### src/sv/acst_pkg.sv
`timescale 1ns / 1ps
// acst_pkg: sizes, codes and item types of the active command slot table.
// Used by active_command_slot_table; depends on nothing.
package acst_pkg;

  localparam int SLOTS        = 16;
  localparam int COMMAND_BITS = 16;

  localparam int IDX_W = (SLOTS > 1) ? $clog2(SLOTS) : 1;
  localparam int CNT_W = $clog2(SLOTS + 1);

  localparam int KIND_W    = 2;
  localparam int CMD_IN_W  = 16;
  localparam int STATUS_W  = 2;
  localparam int SLOT_W    = 4;
  localparam int CFG_W     = 5;

  localparam logic [CFG_W-1:0] SLOTS_IN_USE_RESET = 5'd16;

  localparam logic [KIND_W-1:0] KIND_STORE     = 2'd0;
  localparam logic [KIND_W-1:0] KIND_DELETE    = 2'd1;
  localparam logic [KIND_W-1:0] KIND_QUERY_ONE = 2'd2;
  localparam logic [KIND_W-1:0] KIND_QUERY_ALL = 2'd3;

  localparam logic [STATUS_W-1:0] ST_OK        = 2'd0;
  localparam logic [STATUS_W-1:0] ST_FULL      = 2'd1;
  localparam logic [STATUS_W-1:0] ST_NOT_FOUND = 2'd2;

  typedef struct packed {
    logic [KIND_W-1:0]   kind;
    logic [CMD_IN_W-1:0] command;
  } in_item_t;

  typedef struct packed {
    logic [STATUS_W-1:0] status;
    logic                finished;
    logic [SLOT_W-1:0]   slot;
  } out_item_t;

endpackage

### src/sv/active_command_slot_table.sv
`timescale 1ns / 1ps
// active_command_slot_table: table of active command numbers with a serial
// slot scanner. Depends on acst_pkg for sizes, codes and item types.

// One item is taken at a time. After acceptance a single shared compare
// unit walks the slots from slot 0, one slot per cycle, and stops at the
// first hit or after slots_in_use slots (capped at SLOTS). An item is
// accepted in the idle state, scanned in the scan state, and its result
// is loaded in the push state, which waits while an older result is not
// yet taken. The next item can be accepted as soon as the result is
// loaded, while it still waits to be taken. The table is empty after
// reset; no clearing pass is needed. The configuration port is always
// ready and must be written only while the block is idle.
module active_command_slot_table (
  input  logic                          clk,
  input  logic                          rst_n,
  input  logic                          in_valid,
  output logic                          in_ready,
  input  acst_pkg::in_item_t            in_item,
  output logic                          out_valid,
  input  logic                          out_ready,
  output acst_pkg::out_item_t           out_item,
  input  logic                          cfg_valid,
  output logic                          cfg_ready,
  input  logic [acst_pkg::CFG_W-1:0]    cfg_slots_in_use
);

  localparam logic [1:0] ST_IDLE = 2'd0;
  localparam logic [1:0] ST_SCAN = 2'd1;
  localparam logic [1:0] ST_PUSH = 2'd2;

  logic [1:0]                          state_r, state_nxt;
  logic [acst_pkg::CNT_W-1:0]          idx_r, idx_nxt;
  logic [acst_pkg::KIND_W-1:0]         kind_r;
  logic [acst_pkg::COMMAND_BITS-1:0]   cmd_r;
  acst_pkg::out_item_t                 res_r, res_nxt;
  acst_pkg::out_item_t                 out_r;
  logic                                out_valid_r, out_valid_nxt;
  logic [acst_pkg::CFG_W-1:0]          slots_in_use_r;
  logic [acst_pkg::SLOTS-1:0]          valid_r;
  logic [acst_pkg::COMMAND_BITS-1:0]   slot_cmd_r [acst_pkg::SLOTS];

  logic [acst_pkg::CNT_W-1:0]          lim;
  logic [acst_pkg::IDX_W-1:0]          idx;
  logic [31:0]                         idx_ext;
  logic [31:0]                         cmd_ext;
  logic                                cur_valid;
  logic                                cur_match;
  logic                                hit;
  logic                                at_end;
  logic                                set_valid;
  logic                                clr_valid;

  assign cfg_ready = 1'b1;
  assign in_ready  = (state_r == ST_IDLE);
  assign out_valid = out_valid_r;
  assign out_item  = out_r;

  assign cmd_ext = {16'd0, in_item.command};
  assign idx     = idx_r[acst_pkg::IDX_W-1:0];
  assign idx_ext = 32'(idx);

  always_comb begin
    if (32'(slots_in_use_r) > 32'(acst_pkg::SLOTS)) begin
      lim = acst_pkg::CNT_W'(acst_pkg::SLOTS);
    end else begin
      lim = acst_pkg::CNT_W'(slots_in_use_r);
    end
  end

  // shared compare unit: one slot per cycle
  assign at_end    = (idx_r >= lim);
  assign cur_valid = valid_r[idx];
  assign cur_match = (slot_cmd_r[idx] == cmd_r);

  always_comb begin
    case (kind_r)
      acst_pkg::KIND_STORE:     hit = !cur_valid;
      acst_pkg::KIND_DELETE:    hit = cur_valid && cur_match;
      acst_pkg::KIND_QUERY_ONE: hit = cur_valid && cur_match;
      acst_pkg::KIND_QUERY_ALL: hit = cur_valid;
      default:                  hit = 1'b0;
    endcase
  end

  always_comb begin
    state_nxt     = state_r;
    idx_nxt       = idx_r;
    res_nxt       = res_r;
    out_valid_nxt = out_valid_r;
    set_valid     = 1'b0;
    clr_valid     = 1'b0;
    if (out_valid_r && out_ready) begin
      out_valid_nxt = 1'b0;
    end
    case (state_r)
      ST_IDLE: begin
        if (in_valid) begin
          state_nxt = ST_SCAN;
          idx_nxt   = '0;
        end
      end
      ST_SCAN: begin
        if (at_end) begin
          state_nxt = ST_PUSH;
          res_nxt   = '0;
          case (kind_r)
            acst_pkg::KIND_STORE:  res_nxt.status = acst_pkg::ST_FULL;
            acst_pkg::KIND_DELETE: res_nxt.status = acst_pkg::ST_NOT_FOUND;
            default:               res_nxt.finished = 1'b1;
          endcase
        end else if (hit) begin
          state_nxt = ST_PUSH;
          res_nxt   = '0;
          case (kind_r)
            acst_pkg::KIND_STORE: begin
              set_valid    = 1'b1;
              res_nxt.slot = idx_ext[acst_pkg::SLOT_W-1:0];
            end
            acst_pkg::KIND_DELETE: begin
              clr_valid    = 1'b1;
              res_nxt.slot = idx_ext[acst_pkg::SLOT_W-1:0];
            end
            default: res_nxt.finished = 1'b0;
          endcase
        end else begin
          idx_nxt = idx_r + acst_pkg::CNT_W'(1);
        end
      end
      ST_PUSH: begin
        if (!out_valid_r || out_ready) begin
          out_valid_nxt = 1'b1;
          state_nxt     = ST_IDLE;
        end
      end
      default: state_nxt = ST_IDLE;
    endcase
  end

  always_ff @(posedge clk) begin
    if (!rst_n) begin
      state_r        <= ST_IDLE;
      idx_r          <= '0;
      out_valid_r    <= 1'b0;
      valid_r        <= '0;
      slots_in_use_r <= acst_pkg::SLOTS_IN_USE_RESET;
    end else begin
      state_r     <= state_nxt;
      idx_r       <= idx_nxt;
      out_valid_r <= out_valid_nxt;
      if (cfg_valid) begin
        slots_in_use_r <= cfg_slots_in_use;
      end
      if (set_valid) begin
        valid_r[idx] <= 1'b1;
      end else if (clr_valid) begin
        valid_r[idx] <= 1'b0;
      end
    end
  end

  always_ff @(posedge clk) begin
    res_r <= res_nxt;
    if (in_valid && in_ready) begin
      kind_r <= in_item.kind;
      cmd_r  <= cmd_ext[acst_pkg::COMMAND_BITS-1:0];
    end
    if (set_valid) begin
      slot_cmd_r[idx] <= cmd_r;
    end
    if (state_r == ST_PUSH && (!out_valid_r || out_ready)) begin
      out_r <= res_r;
    end
  end

`ifndef SYNTHESIS
  a_accept_starts_scan: assert property (@(posedge clk) disable iff (!rst_n)
    in_valid && in_ready |=> state_r == ST_SCAN && idx_r == '0)
    else $error("accepted item did not start a scan at slot 0");

  a_idx_in_range: assert property (@(posedge clk) disable iff (!rst_n)
    state_r == ST_SCAN |-> idx_r <= lim)
    else $error("scan index ran past the slot limit");

  a_table_only_changes_in_scan: assert property (@(posedge clk) disable iff (!rst_n)
    state_r != ST_SCAN |=> valid_r == $past(valid_r))
    else $error("slot valid bits changed outside a scan");

  a_one_slot_per_item: assert property (@(posedge clk) disable iff (!rst_n)
    1'b1 |=> ($countones(valid_r ^ $past(valid_r)) <= 1))
    else $error("more than one slot changed in a cycle");

  a_result_from_push: assert property (@(posedge clk) disable iff (!rst_n)
    $rose(out_valid_r) |-> $past(state_r) == ST_PUSH)
    else $error("result presented without a finished scan");
`endif

endmodule

### config.mk
export PLATFORM = sky130hd
export DESIGN_NAME = active_command_slot_table
export DESIGN_NICKNAME = d
export VERILOG_FILES = /design/src/sv/acst_pkg.sv /design/src/sv/active_command_slot_table.sv
export SDC_FILE = /design/constraint.sdc
export NUM_CORES = 1
export LEC_CHECK = 0
export ABC_AREA = 1
export BUFFER_PORTS_ARGS = -buffer_cell sky130_fd_sc_hd__buf_2
export CORE_ASPECT_RATIO = 0.7
export CORE_UTILIZATION = 50
export DETAILED_ROUTE_END_ITERATION = 8
export GPL_TIMING_DRIVEN = 0
export MAX_ROUTING_LAYER = met4
export PLACE_DENSITY = 0.78
export SYNTH_ARGS = -nofsm -noshare
export SYNTH_HDL_FRONTEND = slang
export SYNTH_SLANG_ARGS = --single-unit
### constraint.sdc
create_clock -name clk -period 3.3 [get_ports clk]
set_input_delay 0.495 -clock clk [delete_from_list [all_inputs] [get_ports clk]]
set_output_delay 0.495 -clock clk [all_outputs]
set_load 0.005 [all_outputs]
==> flow_summary.json <==
{
  "fin_crit_ns": 3.20,
  "start_util_pct": 51.1,
  "drive_gt1_share_pct": 13.2,
  "cp.arrival_ns": 3.63,
  "synthTopCellsByArea": "edfxtp_1, nand2_1, nand3_1, dfxtp_1, nor2_1",
  "die_area_mm2": 0.0282,
  "maxSlewViolCount": 0,
  "area_growth_pct": 15.2,
  "fin_skew_ns": 0.0154,
  "min_path_cells": 1,
  "max_freq_mhz": 313,
  "power.density_mw_per_mm2": 546,
  "synth-seq-area-share_pct": 67.7,
  "crit_path_start_kind": "register",
  "grt_pass1_vias": 9655,
  "yosysUniqueCellTypes": 32,
  "num_rows": 50,
  "finalWorstSetupSlack_ns": 0.104,
  "r2r_cells": 21,
  "min_to": "cmd_r[7]",
  "synth_top_area_share_pct": 62.9,
  "post-route-period-util_pct": 96.8,
  "antenna_cells": 0,
  "vias": 10263,
  "place_ws_ns": -0.692,
  "synth_cells": 1285,
  "p_leak_nw": 6.02,
  "dp_hpwl_mm": 24.4,
  "clock_sinks": 321,
  "end_kind": "register",
  "synth_nets": 1326,
  "yosysMostFrequentCell": "edfxtp_1",
  "min_path_type": "in -> reg",
  "overflow": 0,
  "drc": 0,
  "setup_viol": 0,
  "ys_warn_count": 0,
  "fillers": 2108,
  "via_per_inst": 5.80,
  "r2r_slack_ns": 0.10,
  "wire_per_inst_um": 21.6,
  "yosysTopAreaCell": "edfxtp_1",
  "grt_start_max_net_pins": 19,
  "setup_tns_ns": 0,
  "grt_setup_unrepaired": "false",
  "clk_latency_ns": 0.58,
  "synth-edff-count": 288,
  "track_usage_pct": 27.8,
  "clkTransAtPathRegs_ns": 0.06,
  "ioPinCount": 38,
  "core_mm2": 0.0269,
  "synth_commonest_cells": "edfxtp_1, nand2_1, nor2_1, nand3_1, inv_1",
  "synth_ff_type": "edfxtp_1",
  "clk_path_buf_depth": 3,
  "fin_nets": 1424,
  "cts-htree-levels": 1,
  "ir_drop_mv": 0.420,
  "cp.required_ns": 3.73,
  "avgSynthCellArea_um2": 10.7,
  "path_class": "reg -> reg",
  "ant_nets": 0,
  "die_x_um": 200,
  "first_iter_violations": 1760,
  "max_slew.worst_pin.slew_ns": 1.25,
  "cts_buffers": 30,
  "die_y_um": 141,
  "max_slew_margin_pct": 16.9,
  "synth_area_mm2": 0.0137,
  "routed_wl_mm": 38.2,
  "port-buffer-count": 36,
  "grt_pass1_wl_mm": 56.3,
  "hp-start": "in_item[7]",
  "hold_viol": 0,
  "antenna_found_initial": 0,
  "cts_tree": "done",
  "ys_async_sr_fraction_pct": 0,
  "drtPass1Iterations": 6,
  "cts_root_buffer": "clkbuf_16",
  "outcome": "complete, no violations",
  "ys_ff_latch": 321,
  "crit_fanout": 10,
  "gp_congestion": 0.935,
  "cap_violations": 0
}
## power by group
part | switching [mW] | total, mW | internal [mW]
sequential | 0.0889 | 4.59 | 4.50
combinational | 0.554 | 0.793 | 0.239
clock | 1.48 | 3.26 | 1.78
## per-layer routing
layer	vias to the layer above	wire (um)	global-route usage, %
li1	4570	-	-
met1	4801	15000	38.2
met5	-	0	-
met2	786	16500	40.1
met4	0	1120	9.39
met3	106	5630	7.19
## per-stage QoR
stage	total power [mW]	hold WS, ns	utilization, %	cells	area [um2]
5_1_grt	8.88	0.0895	58.9	1770	15800
3_3_place_gp	5.39	0.407	53.5	1685	14400
4_1_cts	8.62	0.0852	58.6	1769	15800
6_report	8.64	0.0969	58.9	1770	15800
2_1_floorplan	5.13	0.400	-	1285	13700
3_5_place_dp	5.42	0.405	54.4	1702	14600
## timing repair
action	CTS	global route
hold buffers	0	0
pin swaps	10	1
cloned	0	0
setup buffers	12	3
resized for setup	24	25
endpoints found under the setup margin	279	259
## state kept, by name, indices dropped and copies added, names as in the netlist, 2 cells and up, named ones only
register	cells
slot_cmd_r	256
cmd_r	16
out_item	7
res_r	7
idx_r	5
slots_in_use_r	5
kind_r	2
state_r	2
## how the worst max path moves through the flow
stage | startpoint | endpoint | slack [ns] | depth (start not counted)
floorplan | idx_r[0] | slot_cmd_r[11][0] | -0.17 | 11
global route | register | register | 0.03 | 21
detailed placement | idx_r[0] | slot_cmd_r[2][8] | -0.69 | 12
finish | register | register | 0.10 | 21
global placement | idx_r[0] | slot_cmd_r[14][8] | -2.32 | 11
CTS | idx_r[0] | slot_cmd_r[6][12] | 0.005 | 12
## placed cells by master (no fill, tap or decap), drive strengths merged
cell / n
o211ai: 28
nor2: 170
nor3b: 2
o22ai: 4
conb: 1
nand3: 145
clkinvlp: 6
a21oi: 30
ha: 13
a21boi: 1
buf: 108
clkbuf: 64
nor3: 11
xor2: 1
nand2: 272
xnor2: 2
edfxtp: 288
o221ai: 1
o21ai: 68
nand4: 22
inv: 124
nand3b: 1
clkinv: 11
dfxtp: 33
## area by class of cell
cell class	instances	area [um2]	area share (%)
flip-flops and latches	321	9310	58.8
multi-input cells	772	3690	23.3
clock buffers	43	851	5.37
repair buffers	67	547	3.45
inverters	129	512	3.23
well taps	364	455	2.88
plain buffers	62	413	2.61
clock inverters	12	55.1	0.348
## critical path: stages, from the launching register on
cell	delay, ns
dfxtp_1	0.31
buf_4	0.16
buf_6	0.19
buf_6	0.21
nor2_1	0.07
nor2_1	0.12
o21ai_0	0.16
nand3_1	0.16
nand3_1	0.15
nand3_1	0.12
nand2_1	0.11
nor2_1	0.15
nand3_1	0.10
nor2_1	0.18
nand2_1	0.12
nand2_1	0.09
nand2_2	0.08
nand2_4	0.13
buf_6	0.16
nand4_1	0.13
nand2_1	0.10
a21oi_1	0.06
## cell families (layout without fill, tap and decap cells)
group / after synthesis / after routing / share of synthesized area [%]
AO/OA/AOI/OAI: 132 / 132 / 5.40
XOR/XNOR: 3 / 3 / 0.191
AND/OR/NAND/NOR: 623 / 623 / 19.1
adder cells (fa/ha/maj): 13 / 13 / 1.18
buffers and inverters: 192 / 313 / 6.36
flip-flops: 321 / 321 / 67.7
other: 1 / 1 / 0.0273
Power figures use the tool's default switching activity.
